===== config.mk =====
export PLATFORM = sky130hd
export DESIGN_NAME = oaht_mod
export DESIGN_NICKNAME = d
export VERILOG_FILES = /design/src/hdl/oaht_pkg.sv /design/src/hdl/oaht_mod.sv
export SDC_FILE = /design/constraint.sdc
export NUM_CORES = 1
export LEC_CHECK = 0
export CAP_MARGIN = 20
export CORE_ASPECT_RATIO = 0.6
export CORE_MARGIN = 4
export CORE_UTILIZATION = 45
export CTS_CLUSTER_DIAMETER = 50
export DETAILED_ROUTE_END_ITERATION = 10
export DONT_BUFFER_PORTS = 1
export REMOVE_ABC_BUFFERS = 1
export SLEW_MARGIN = 40
export SYNTH_ARGS = -nofsm -noshare
export SYNTH_HDL_FRONTEND = slang
export SYNTH_SLANG_ARGS = --single-unit

===== constraint.sdc =====
create_clock -name i_clk -period 2.4 [get_ports i_clk]
set_clock_uncertainty 0.15 [all_clocks]
set_input_delay 0.24 -clock i_clk [delete_from_list [all_inputs] [get_ports i_clk]]
set_output_delay 0.24 -clock i_clk [all_outputs]
set_load 0.05 [all_outputs]

===== src/hdl/oaht_pkg.sv =====
// ============================================================================
// oaht_pkg - shared types and constants for the open addressing hash table
// Request and response payloads, request and status codes, sequencer states.
// ============================================================================
package oaht_pkg;

    // Fixed field widths
    localparam int KEY_W   = 64;
    localparam int IDX_W   = 7;
    localparam int STEP_W  = 7;
    localparam int PROBE_W = 8;
    localparam int TOTAL_W = 20;

    // Width of the home-slot byte sum and of current slot plus step offset
    localparam int SUM_W    = 11;
    localparam int HASH_MAX = 2040;   // eight bytes of 255
    localparam int STEP_MAX = 127;

    localparam logic [TOTAL_W-1:0] TOTAL_MAX = '1;

    // Request codes
    localparam logic [1:0] REQ_INSERT = 2'd0;
    localparam logic [1:0] REQ_SEARCH = 2'd1;
    localparam logic [1:0] REQ_LOAD   = 2'd2;
    localparam logic [1:0] REQ_UNUSED = 2'd3;

    // Status codes
    localparam logic [1:0] STAT_OK        = 2'd0;
    localparam logic [1:0] STAT_NOT_FOUND = 2'd1;
    localparam logic [1:0] STAT_FULL      = 2'd2;
    localparam logic [1:0] STAT_REJECT    = 2'd3;

    typedef struct packed {
        logic [1:0]        req_type;
        logic [KEY_W-1:0]  key;
        logic [IDX_W-1:0]  step_index;
        logic [STEP_W-1:0] step_value;
    } t_req;

    typedef struct packed {
        logic [1:0]         status;
        logic [IDX_W-1:0]   slot_index;
        logic [PROBE_W-1:0] probe_count;
        logic [TOTAL_W-1:0] total_probes;
    } t_rsp;

    // Request to the shared modulo unit; wide selects the hash range
    typedef struct packed {
        logic             start;
        logic             wide;
        logic [SUM_W-1:0] value;
    } t_mod_req;

    typedef enum logic [2:0] {
        ST_CLEAR,
        ST_IDLE,
        ST_MOD,
        ST_RDKEY,
        ST_CHECK,
        ST_DONE
    } t_state;

endpackage


===== src/hdl/oaht_mod.sv =====
// ============================================================================
// oaht_mod - shared modulo-table-size reduction unit
// Restoring conditional subtract of TABLE_SLOTS shifted left, one shift per
// cycle, stopping as soon as the remainder is below TABLE_SLOTS.
// ============================================================================
module oaht_mod #(
    parameter int TABLE_SLOTS = 128
) (
    input  logic                           i_clk,
    input  logic                           i_rst_n,
    input  oaht_pkg::t_mod_req             i_req,
    output logic                           o_busy,
    output logic                           o_done,
    output logic [$clog2(TABLE_SLOTS)-1:0] o_result
);
    import oaht_pkg::*;

    localparam int IW   = $clog2(TABLE_SLOTS);
    localparam int SH_W = 4;

    // Largest shift whose shifted table size still fits under limit
    function automatic int kmax(input int limit);
        int k;
        int j;
        k = 0;
        for (j = 0; j < SUM_W; j++) begin
            if ((TABLE_SLOTS << j) <= limit) begin
                k = j;
            end
        end
        return k;
    endfunction

    localparam int K_HASH = kmax(HASH_MAX);
    localparam int K_STEP = kmax(TABLE_SLOTS - 1 + STEP_MAX);

    logic             r_busy;
    logic [SUM_W-1:0] r_val;
    logic [SH_W-1:0]  r_k;
    logic [SUM_W-1:0] lim;
    logic [SUM_W-1:0] sub;

    // One conditional subtract per cycle
    always_comb begin
        lim      = SUM_W'(TABLE_SLOTS) << r_k;
        sub      = (r_val >= lim) ? (r_val - lim) : r_val;
        o_done   = r_busy && ((r_k == '0) || (sub < SUM_W'(TABLE_SLOTS)));
        o_result = sub[IW-1:0];
    end

    always_ff @(posedge i_clk) begin
        if (!i_rst_n) begin
            r_busy <= 1'b0;
        end else if (i_req.start) begin
            r_busy <= 1'b1;
            r_val  <= i_req.value;
            r_k    <= i_req.wide ? SH_W'(K_HASH) : SH_W'(K_STEP);
        end else if (r_busy) begin
            r_val <= sub;
            r_k   <= r_k - 1'b1;
            if (o_done) begin
                r_busy <= 1'b0;
            end
        end
    end

    assign o_busy = r_busy;

endmodule


== After elaboration in Yosys (flattened, before gate mapping) ==
Cells that the tools add are included.

* Bits of input ports: 15
* Output and inout bits: 9
* Flip-flop bits (word level): 16
* Word-level logic and storage cells: 22

* Reduce and logical (&&, ||, !) cells: 5
* Add/subtract/negate cells: 2
* Shift-type cells: 1
* Multiplexer cells: 9
* Magnitude comparators: 2

{| class="wikitable"
|+ Operators with widths
! kind !! number
|-
| $mux W11 || 3
|-
| $ge A11 B11 Y1 || 1
|-
| $lt A11 B8 Y1 const B || 1
|-
| $shl A8 B4 Y11 const A || 1
|-
| $sub A11 B11 Y11 || 1
|-
| $mux W4 || 2
|-
| $logic_not A4 Y1 || 1
|-
| $sub A4 B1 Y4 const B || 1
|-
| $mux W1 || 3
|-
| $mux W2 || 1
|-
| $reduce_and A2 Y1 || 1
|-
| $reduce_bool A2 Y1 || 1
|-
| $logic_and A1 B1 Y1 || 1
|-
| $logic_or A1 B1 Y1 || 1
|}

== Logic depth before layout (Yosys ltp) ==
* Depth in word-level cells: 9
* Gate-level depth with buffers: 8

== Least setup slack after synthesis ==
OpenSTA, ideal clock, no wires.

* Kind: flip-flop to output port
* From: register r_k[0]
* To: output port o_done
* Data required time: 2.010 ns
* Arrival: 1.959 ns
* Slack: 0.051 ns
* Path buffers: 0
* Cell stages (with the launch flop): 9
* Cell sequence: edfxtp_1 inv_1 ha_1 nand2_1 ha_1 o211ai_1 a21boi_0 o21ai_0 and2_1

* Word-level cells in the longest chain between the ends: 6

{| class="wikitable"
|+ Ends and longest elaborated chain
! element !! line !! source
|-
| start: declaration || oaht_mod.sv:39 || <nowiki>logic [SH_W-1:0] r_k;</nowiki>
|-
| start signal: assignment || oaht_mod.sv:57 || <nowiki>r_k <= i_req.wide ? SH_W'(K_HASH) : SH_W'(K_STEP);</nowiki>
|-
| start signal: assignment || oaht_mod.sv:60 || <nowiki>r_k <= r_k - 1'b1;</nowiki>
|-
| $shl A8 B4 Y11 || oaht_mod.sv:45 || <nowiki>lim = SUM_W'(TABLE_SLOTS) << r_k;</nowiki>
|-
| $sub A11 B11 Y11 / $ge A11 B11 Y1 (equally long branches) || oaht_mod.sv:46 || <nowiki>sub = (r_val >= lim) ? (r_val - lim) : r_val;</nowiki>
|-
| $mux W11 || oaht_mod.sv:46 ||
|-
| $lt A11 B8 Y1 || oaht_mod.sv:47 || <nowiki>o_done = r_busy && ((r_k == '0) || (sub < SUM_W'(TABLE_SLOTS)));</nowiki>
|-
| $logic_or A1 B1 Y1 (*) || oaht_mod.sv:47 ||
|-
| $logic_and A1 B1 Y1 (*) || oaht_mod.sv:47 ||
|-
| end: declaration || oaht_mod.sv:13 || <nowiki>output logic o_done,</nowiki>
|}

Mark *: on every way between the ends. The rest lies on a longest branch, timed or not.

== Final worst setup path ==
Same ends and word-level chain as after synthesis.

==> results.toml <==
[outcome]
outcome = "finished, violations left"
violations = "negative setup slack"

[global_route]
antenna_found_initial = 0
grt_pass1_vias = 734
grt_pass1_wl_um = 3530
grt_use_total_pct = 14.8
overflow = 0
grt_max_degree = 22

[worst_setup_path]
critical_path_buf_inv_count = 2
worstPathRequired_ns = 2.01
cp_top_family = "compound AO/OA/AOI/OAI gates"
endpoint_kind = "primary output"
max_stage_delay_ns = 0.42
crit_top_cell = "ha_4"
critPathLaunchType = "flop"
arrival_ns = 2.01
path_max_fanout = 4
crit_type = "flop to primary output"
slowest_stage = "edfxtp_1"
crit_path_cell_trace = "inv_2 > ha_4 > nand2_2 > ha_4 > o211ai_1 > a21boi_1 > o21ai_1 > and2_4 > buf_12"

[logic_synthesis]
syn_avg_cell_area_um2 = 11.2
ys.flop_type = "edfxtp_1"
ys_types = 29
synth_most_common_cell = "edfxtp_1"
synth_commonest_cells = "edfxtp_1 (15), ha_1 (9), nand2_1 (7)"
synth.largest_area_cell = "edfxtp_1"
synth_top_area_share_pct = 44.8
synth_edf_count = 15
synth_cells = 90
yosysSeqAreaShare_pct = 46.8
syn_area_um2 = 1000
yosys-top-cells-area = "edfxtp_1 (45%), ha_1 (11%), mux2_2 (4.5%)"
synth-seq-cells = 16
synthArstFlopShare_pct = 0
ys_warn_count = 0

[timing]
setup_ws_ns = -0.00360
setup_viol = 1
timing.slew.headroom_pct = 61.6
final.min_clock_period_ns = 2.40
fin_crit_sh_pct = 100
report.final.slew_viol_count = 0
max_freq_mhz = 416
final_hold_viol_count = 0
rsz0062_at_grt = "yes"
worstMarginPinSlew_ns = 0.576

[detailed_routing]
wl_per_cell_um = 17.6
drt_wl_total_um = 2200
vias = 716
ant_nets = 0
drt-initial-drc-count = 22
drc = 0
vias_per_cell = 5.73
first_pass_iters = 4

[clock_tree]
clockBufferDepth = 2
clkSlewWorstSetupHoldPaths_ns = 0.06
clk_latency_ns = 0.25
htree_levels = 1
cts_root_buffer = "clkbuf_8"
cts_buffers = 3
cts_tree = "done"
cts.sink_count = 16
hold_buffers = 0

[power_and_ir_drop]
ir_drop_mv = 0.438
cellLeakagePower_nw = 0.448
total_power_mw = 0.822
p_per_area_nw_per_um2 = 642

[placement]
hpwl_um = 1450
postPlaceCellArea_um2 = 1060
io_buffers = 0
gp_congestion = 0.847

[die]
fp-row-count = 12
core_area_um2 = 1980
ioPinCount = 24
start_util_pct = 50.7
die_h_um = 44.6
die_w_um = 69
die_area_um2 = 3080

[run]
cap_violations = 0

[cells_and_area]
postLayoutCellArea_um2 = 1280
fill_cells = 158
drive_gt1_share_pct = 47.4
diodes = 0
area_delta_synth_final_pct = 27.4
nets = 122

[worst_hold_path]
hold_class = "primary input to flop"
==> kinds of logic (layout without fill, tap and decap cells) <==
family	Yosys count	count (layout)	synth area share, %
AND/OR/NAND/NOR	28	28	14.6
AO/OA/AOI/OAI	19	19	15.4
flip-flops	16	16	46.8
buffers and inverters	12	19	5.73
adder cells (fa/ha/maj)	9	9	11.2
multiplexers	4	4	4.48
XOR/XNOR	2	2	1.74
==> through the flow <==
stage	setup TNS, ns	hold WS (ns)	util (%)	instances	setup slack, ns
6_report	-0.00360	0.0288	64.6	125	-0.00360
3_5_place_dp	0	0.289	53.4	116	0.0441
4_1_cts	0	0.0293	61.8	123	0.0102
3_3_place_gp	0	0.279	53.4	116	0.0193
2_1_floorplan	0	0.270	-	81	0.0514
5_1_grt	-0.226	0.0235	64.6	125	-0.125
==> per-layer routing <==
layer / global-route usage (%) / part of all wire [%] / vias to the layer above
met3: 5.44 / 5.1 / 4
met5: 0 / 0 / -
met1: 19.2 / 46 / 348
met4: 4.67 / 1.0 / 0
met2: 23.5 / 48 / 25
li1: - / - / 339
==> final timing paths <==
path | start | cells after the start | endpoint | slack (ns)
setup / recovery | r_k[0] | 9 | o_done | -0.004
hold / removal | i_req[12] | 1 | r_k[3] | 0.03
setup reg to reg | r_k[0] | 9 | r_val[8] | 0.08
hold reg to reg | r_k[3] | 2 | r_k[3] | 0.54
==> what timing repair did <==
action | in CTS | in global routing
resized for setup | 19 | 8
setup buffers | 3 | 2
pin swaps | 4 | 6
setup endpoints to repair | 1 | 5
==> report_power, final <==
group	total [mW]	internal (mW)	switching, mW
combinational	0.207	0.107	0.100
clock	0.235	0.145	0.0893
sequential	0.380	0.335	0.0455
==> worst register-to-register path, cell delays in order (launching register included) <==
cell       delay (ns)
edfxtp_1         0.42
inv_2            0.14
ha_4             0.15
nand2_2          0.06
ha_4             0.30
buf_4            0.12
o21a_4           0.15
o221ai_2         0.16
or3_4            0.41
a2bb2oi_2        0.13
==> placed cells by master (no fill, tap or decap), types with 3 or more instances in the layout <==
| master | synthesis | layout |
|---|---|---|
| nand2_2 | 0 | 4 |
| buf_4 | 3 | 10 |
| ha_1 | 9 | 3 |
| edfxtp_1 | 15 | 15 |
| nor3_1 | 4 | 3 |
| a21oi_1 | 4 | 3 |
| and2_1 | 6 | 5 |
| nand2_1 | 7 | 3 |
| mux2_2 | 4 | 4 |
| nor2_1 | 5 | 3 |
| clkbuf_8 | 0 | 4 |
| ha_4 | 0 | 6 |
==> cell type report <==
class / count / area [um2] / area share [%]
flip-flops and latches: 16 / 470 / 36.8
well taps: 28 / 35.0 / 2.74
repair buffers: 12 / 106 / 8.31
clock buffers: 4 / 55.1 / 4.30
multi-input cells: 62 / 602 / 47.0
inverters: 3 / 11.3 / 0.880
==> state kept, by name, summed over array words and instances (netlist names) <==
name,count
o_busy,1
r_k,4
r_val,11
No activity file was read; power rests on OpenSTA's default activity.
