`config.mk`:
```
export PLATFORM = sky130hd
export DESIGN_NAME = oaht_ram
export DESIGN_NICKNAME = d
export VERILOG_FILES = /design/src/hdl/oaht_ram.sv
export SDC_FILE = /design/constraint.sdc
export NUM_CORES = 1
export LEC_CHECK = 0
export ABC_AREA = 1
export BUFFER_PORTS_ARGS = -buffer_cell sky130_fd_sc_hd__buf_2
export CAP_MARGIN = 20
export CELL_PAD_IN_SITES_DETAIL_PLACEMENT = 0
export CELL_PAD_IN_SITES_GLOBAL_PLACEMENT = 1
export CORE_MARGIN = 1
export CORE_UTILIZATION = 45
export DETAILED_ROUTE_END_ITERATION = 10
export PLACE_DENSITY_LB_ADDON = 0.2
export SETUP_SLACK_MARGIN = 0.05
export SLEW_MARGIN = 30
export SYNTH_ARGS = -nofsm -noshare
export SYNTH_HDL_FRONTEND = slang
export SYNTH_SLANG_ARGS = --single-unit
```
`constraint.sdc`:
```
create_clock -name i_clk -period 2 [get_ports i_clk]
set_clock_uncertainty 0.1 [all_clocks]
set_input_delay 0.2 -clock i_clk [delete_from_list [all_inputs] [get_ports i_clk]]
set_output_delay 0.2 -clock i_clk [all_outputs]
set_load 0.01 [all_outputs]
```
`src/hdl/oaht_ram.sv`:
```
// ============================================================================
// oaht_ram - generic single-port-write, single-port-read RAM
// One write and one registered read per cycle.
// ============================================================================
module oaht_ram #(
    parameter int WIDTH = 8,
    parameter int DEPTH = 128
) (
    input  logic                     i_clk,
    input  logic                     i_we,
    input  logic [$clog2(DEPTH)-1:0] i_waddr,
    input  logic [WIDTH-1:0]         i_wdata,
    input  logic [$clog2(DEPTH)-1:0] i_raddr,
    output logic [WIDTH-1:0]         o_rdata
);

    logic [WIDTH-1:0] r_mem [DEPTH];
    logic [WIDTH-1:0] r_rdata;

    always_ff @(posedge i_clk) begin
        if (i_we) begin
            r_mem[i_waddr] <= i_wdata;
        end
        r_rdata <= r_mem[i_raddr];
    end

    assign o_rdata = r_rdata;

endmodule

```
# Word-level counts from Yosys, hierarchy flattened
# Memory sizes are Yosys's and may differ from the RTL's. A register that Yosys moved wholly into a read port is not among the register bits.
# Cells that the tools add are included.
[classes]
muxes = 2
[op_table]
columns = ["cell", "n"]
rows = [
  ["$mux W1", 2],
]
[totals]
reg_bits = 0
ramBits = 1024
inputBits = 24
output_inout_bits = 8
wordCells = 3
mem_count = 1
[memory_table]
columns = ["memory", "depth", "word_bits", "rd", "rd_ports_with_merged_regs", "wr", "line_no", "text"]
rows = [
  ["r_mem", 128, 8, 1, 1, 1, "17", "logic [WIDTH-1:0] r_mem [DEPTH];"],
]

# Longest topological paths before layout
# Gate-level depths: netlist of run 1.
[depth]
depth_word = 2
depth_mapped = 14
depth_no_buf = 11

# Worst setup path after synthesis of run 1
# OpenSTA, ideal clock, no wires.
[synth_timing]
path_type = "input to register"
from = "input port i_we"
to = "memory r_mem[105][0] (enable)"
setup_ps = 370
t_arrival_ps = 1186
t_required_ps = 1530
slack_ps = 344
path_stages = 4
n_path_buf = 2
cell_sequence = "clkbuf_1 nand2_1 clkbuf_1 nor2_1"
[synth_between]
elab_chain_cells = 2
[synth_lines]
columns = ["element", "line_no", "text"]
rows = [
  ["start, declared", "10", "input logic i_we,"],
  ["$mux W1", "21", "if (i_we) begin"],
  ["$mux W1 (implied by the code)", "22", "r_mem[i_waddr] <= i_wdata;"],
  ["end, declared", "17", ""],
]
# No other way between the ends.

# Worst setup path after layout of run 1
[layout_timing]
from = "register r_rdata[3] (netlist: o_rdata[3]) (read register of r_mem)"
to = "output port o_rdata[3]"
[layout_rtl]
columns = ["element", "line_no", "text"]
rows = [
  ["start, declared", "18", "logic [WIDTH-1:0] r_rdata;"],
  ["end, declared", "14", "output logic [WIDTH-1:0] o_rdata"],
]
# No word-level cell between the ends.

==> impl_metrics.env, run 1 <==
export IMPL_finalWorstSetupSlack_ns=0.309
export IMPL_wl_um=117000
export IMPL_cp_buffers_inverters=1
export IMPL_hold_class="input pin to register"
export IMPL_ir_drop_uv=783
export IMPL_path_class="register to output port"
export IMPL_cellPowerDensity_mw_per_mm2=973
export IMPL_holdCritStartpoint="i_wdata[5]"
export IMPL_clk_pin_slew_ns=0.06
export IMPL_fmax_ghz=0.591
export IMPL_grt_pass1_vias=27700
export IMPL_register_area_mm2=0.0309
export IMPL_hold_viol_final=0
export IMPL_fin_hold_ws_ns=0.0301
export IMPL_vias_per_cell=5.48
export IMPL_finalSetupTns_ns=0
export IMPL_fin_crit_ns=1.69
export IMPL_crit_path_start_kind="register"
export IMPL_ios=32
export IMPL_instances_no_fill=5150
export IMPL_worstPathRequired_ns=1.70
export IMPL_yosys_warnings=0
export IMPL_yosysTopAreaCell="edfxtp_1"
export IMPL_drv_cap=0
export IMPL_r2r_start="r_mem[87][7]"
export IMPL_min_to="r_mem[27][5]"
export IMPL_slew_headroom_pct=48.7
export IMPL_place_congestion=0.862
export IMPL_place_area_mm2=0.0458
export IMPL_path_max_fanout=1
export IMPL_end_kind="output port"
export IMPL_route_detailed_drc=0
export IMPL_netlist_area_mm2=0.0421
export IMPL_wl_per_cell_um=22.8
export IMPL_vias=28200
export IMPL_period_share_pct=84.5
export IMPL_post_route_util_pct=53.8
export IMPL_synth_nets=3599
export IMPL_crit_chain="buf_2"
export IMPL_rsz0062_at_grt="false"
export IMPL_fin_total_pwr_mw=48.3
export IMPL_cp_top_family="flip-flops"
export IMPL_drt_iter0_drc=3006
export IMPL_cts_tree="built"
export IMPL_cts_buffer_depth=3
export IMPL_startpoint="o_rdata[3]"
export IMPL_antenna_found_initial=4
export IMPL_synth_area_top_cells="edfxtp_1, nand3_1, nand2_1"
export IMPL_cpPeakStageDelay_ns=0.52
export IMPL_place_ws_ns=-0.130
export IMPL_start_util_pct=45.7
export IMPL_cts_buffers=108
export IMPL_worst_ep_arrival_time_ns=1.39
export IMPL_grt_max_degree=75
export IMPL_critPathSlowestCell="dfxtp_1"
export IMPL_finalSetupViolCount=0
export IMPL_final_antenna_net_count=0
export IMPL_dp_final_hpwl_um=72800
export IMPL_ys_types=14
export IMPL_area_growth_pct=17.8
export IMPL_hold_depth=1
export IMPL_r2r_setup_slack_ns=0.33
export IMPL_ctsHtreeMaxLevel=3
export IMPL_finalInstanceArea_mm2=0.0496
export IMPL_drive_above_1_share_pct=13.3
export IMPL_globalRouteOverflowTotal=0
export IMPL_avgSynthCellArea_um2=11.8
export IMPL_yosysSeqAreaShare_pct=73.4
export IMPL_drtPass1Iterations=6
export IMPL_die_y_um=308
export IMPL_synth_top_area_share_pct=73.0
export IMPL_p_leak_nw=18.1
export IMPL_dp_cells=4939
export IMPL_finish_net_count=3839
export IMPL_fp_dieW_um=308
export IMPL_grt_usage_pct=25.0
export IMPL_multi_input_area_mm2=0.00976
export IMPL_grt_first_pass_wirelength_um=175000
export IMPL_maxSlewViolCount=0
export IMPL_core_area_mm2=0.0922
export IMPL_fillers=7848
export IMPL_portBuffers=31
export IMPL_clock_sinks=1032
export IMPL_tightest_slew_ns=0.769
export IMPL_r2r_end="o_rdata[7]"
export IMPL_cts_root_buf="clkbuf_16"
export IMPL_design_die_area_mm2=0.0948
export IMPL_rr_worst_depth=10
export IMPL_status="complete, no violations"
export IMPL_clk_latency_ns=0.68
export IMPL_ys_ff_latch=1032
export IMPL_synth_cells=3575
export IMPL_rows=111
==> what timing repair did <==
item	in CTS	in global routing
resized for setup	0	0
buffers inserted	0	0
hold buffers	9	0
endpoints found under the hold margin	195	0
==> power breakdown <==
group / switching (mW) / total [mW] / internal (mW)
clock: 8.35 / 21.2 / 12.8
sequential: 0.0574 / 23.9 / 23.9
combinational: 2.22 / 3.17 / 0.945
==> flip-flops by register name, indices dropped and copies added, names as in the netlist <==
signal	count
r_mem	1024
o_rdata	8
==> worst max-delay path by stage <==
stage          depth (start not counted)            end
6_report                               1     o_rdata[3]
4_1_cts                                1     o_rdata[3]
3_5_place_dp                          14     o_rdata[1]
3_3_place_gp                          13     o_rdata[7]
5_1_grt                               10     o_rdata[1]
2_1_floorplan                          4  r_mem[105][0]
==> logic make-up after synthesis <==
logic type | after synthesis | share of synthesized area, %
AND/OR/NAND/NOR | 2288 | 23.2
flip-flops | 1032 | 73.4
buffers and inverters | 255 | 3.40
==> cells in the final DEF, fill, tap and decap left out, drive strengths merged, types with 9 or more instances in the layout <==
master | Yosys | layout
clkbuf | 34 | 129
bufinv | 0 | 21
buf | 197 | 351
nand3 | 931 | 931
inv | 24 | 28
nand2 | 1215 | 1215
dlygate4sd3 | 0 | 9
nor2 | 134 | 134
clkinv | 0 | 43
edfxtp | 1024 | 1024
==> area by class of cell <==
class / instances / share of cell area, %
Timing Repair Buffer: 361 / 7.05
Multi-Input combinational cell: 2288 / 19.7
Antenna cell: 1 / 0.00504
Tap cell: 1243 / 3.13
Clock buffer: 128 / 5.73
Clock inverter: 73 / 1.87
Inverter: 24 / 0.235
Sequential cell: 1032 / 62.3
==> cell usage after synthesis <==
master,instances
inv_2,2
nor2_1,134
buf_6,22
inv_1,21
buf_1,14
buf_2,121
inv_8,1
edfxtp_1,1024
clkbuf_1,34
dfxtp_1,8
buf_4,40
nand3_1,931
nand2_1,1215
nor3_1,8
==> per-layer routing <==
metal	vias to the layer above	global-route usage (%)	wire length, um
met4	2	8.18	3320
met2	1121	39.2	53500
met1	13800	35.4	51200
met3	182	4.41	9210
li1	13100	-	-
met5	-	0	7
(Power assumes the default switching activity.)
==> run 2: changes to the inputs <==
==> constraint.sdc (replaced) <==
create_clock -name i_clk -period 1.5 [get_ports i_clk]
set_clock_uncertainty 0.1 [all_clocks]
set_input_delay 0.15 -clock i_clk [delete_from_list [all_inputs] [get_ports i_clk]]
set_output_delay 0.15 -clock i_clk [all_outputs]
set_load 0.01 [all_outputs]
==> impl_metrics.env, run 2 (synthesized netlist as in run 1, its figures left out) <==
export IMPL_status="finished, violations left"
export IMPL_failed_checks="negative hold slack"
export IMPL_critPathSlowestCell="edfxtp_1"
export IMPL_wl_um=117000
export IMPL_ios=32
export IMPL_grt_first_pass_wirelength_um=174000
export IMPL_dp_cells=4964
export IMPL_grt_usage_pct=24.7
export IMPL_finalWorstSetupSlack_ns=0.0439
export IMPL_antenna_found_initial=4
export IMPL_drt_iter0_drc=2751
export IMPL_final_antenna_net_count=0
export IMPL_cp_buffers_inverters=0
export IMPL_fin_hold_ws_ns=-0.211
export IMPL_cts_buffers=108
export IMPL_seq_power_share_pct=50.8
export IMPL_design_die_area_mm2=0.0948
export IMPL_finalSetupViolCount=0
export IMPL_period_share_pct=97.1
export IMPL_end_kind="register"
export IMPL_cp_top_family="simple AND/OR/NAND/NOR gates"
export IMPL_portBuffers=31
export IMPL_core_area_mm2=0.0922
export IMPL_p_switching_mw=14.3
export IMPL_wl_per_cell_um=22.6
export IMPL_ctsHtreeMaxLevel=3
export IMPL_dp_final_hpwl_um=73700
export IMPL_finalSetupTns_ns=0
export IMPL_drv_cap=0
export IMPL_hold_viol_final=8
export IMPL_route_detailed_drc=0
export IMPL_cts_tree="built"
export IMPL_layout_common_cells="nand2_1, edfxtp_1, nand3_1, buf_4, nand3_2"
export IMPL_swShare_pct=22.8
export IMPL_die_y_um=308
export IMPL_vias_per_cell=5.46
export IMPL_fmax_ghz=0.687
export IMPL_cts_root_buf="clkbuf_16"
export IMPL_cellPowerDensity_mw_per_mm2=1230
export IMPL_instances_no_fill=5177
export IMPL_finalInstanceArea_mm2=0.0511
export IMPL_clk_latency_ns=0.69
export IMPL_worstPathRequired_ns=1.97
export IMPL_finish_net_count=3863
export IMPL_clock_sinks=1032
export IMPL_fin_crit_ns=1.46
export IMPL_hold_buffers=8
export IMPL_slew_headroom_pct=59.5
export IMPL_crit_path_start_kind="register"
export IMPL_pwr_share_comb_pct=7.6
export IMPL_path_max_fanout=1
export IMPL_path_class="register to register"
export IMPL_clk_pin_slew_ns=0.06
export IMPL_drive_above_1_share_pct=20.7
export IMPL_p_clk_share_pct=41.7
export IMPL_maxSlewViolCount=0
export IMPL_tightest_slew_ns=0.608
export IMPL_final_common_cell="nand2_1"
export IMPL_vias=28300
export IMPL_cts_buffer_depth=3
export IMPL_grt_pass1_vias=27900
export IMPL_crit_chain="nand2_1 > nand3_2 > nand3_2 > nand3_1 > nand2_1 > nand2_2 > nand3_4 > nand2_4 > nand2_4 > nand2_2"
export IMPL_area_growth_pct=21.4
export IMPL_place_ws_ns=-0.657
export IMPL_hold_class="input pin to register"
export IMPL_fp_dieW_um=308
export IMPL_globalRouteOverflowTotal=0
export IMPL_grt_max_degree=79
export IMPL_p_leak_nw=18.7
export IMPL_start_util_pct=45.7
export IMPL_post_route_util_pct=55.4
export IMPL_largest_register_ffs=1024
export IMPL_rsz0062_at_grt="true"
export IMPL_rows=111
export IMPL_place_congestion=0.868
export IMPL_post_cts_buffers=0
export IMPL_top_register="r_mem"
export IMPL_p_int_mw=48.5
export IMPL_fin_total_pwr_mw=62.8
export IMPL_place_area_mm2=0.0462
export IMPL_cpPeakStageDelay_ns=0.37
export IMPL_drtPass1Iterations=6
export IMPL_worst_ep_arrival_time_ns=1.92
export IMPL_ir_drop_uv=890
==> run 2: worst paths after layout <==
| check | cells past startpoint | slack, ns | endpoint | from |
|---|---|---|---|---|
| setup / recovery | 10 | 0.04 | o_rdata[1] | r_mem[21][1] |
| hold / removal | 3 | -0.21 | o_rdata[4] | i_raddr[6] |
| setup reg to reg | 10 | 0.04 | o_rdata[1] | r_mem[21][1] |
| hold reg to reg | 10 | 0.84 | o_rdata[7] | r_mem[26][7] |
==> run 2: worst register-to-register path: cells and delay by family, from the launching register on <==
| family | cells | cell delay (ns) |
|---|---|---|
| flip-flops | 1 | 0.37 |
| AND/OR/NAND/NOR | 10 | 0.87 |
==> run 2: layout make-up <==
type	instances	area, um2
Antenna cell	3	7.51
Clock buffer	126	2810
Clock inverter	76	661
Fill cell	7659	41100
Inverter	24	116
Multi-Input combinational cell	2288	11100
Sequential cell	1032	30900
Tap cell	1243	1560
Timing Repair Buffer	385	3950
==> run 2: power groups by stage <==
stage	combinational, mW	clock [mW]	sequential (mW)
floorplan	2.10	0	32.5
global placement	4.30	0	32.5
detailed placement	4.32	0	32.5
finish	4.75	26.2	31.9
CTS	4.51	26.6	31.9
global route	5.11	27.7	31.9
==> run 2: repair_timing <==
item | 4_1_cts | 5_1_grt
hold endpoints to repair | 850 | 8
gates resized for setup | 119 | 189
pin swaps | 35 | 111
setup endpoints to repair | 14 | 11
==> run 2: layer usage <==
| layer | part of all wire (%) | GRT usage, % |
|---|---|---|
| met1 | 44 | 35.2 |
| met2 | 47 | 40.0 |
| met3 | 6.4 | 3.44 |
| met4 | 2.1 | 6.19 |
| met5 | 0 | 0 |
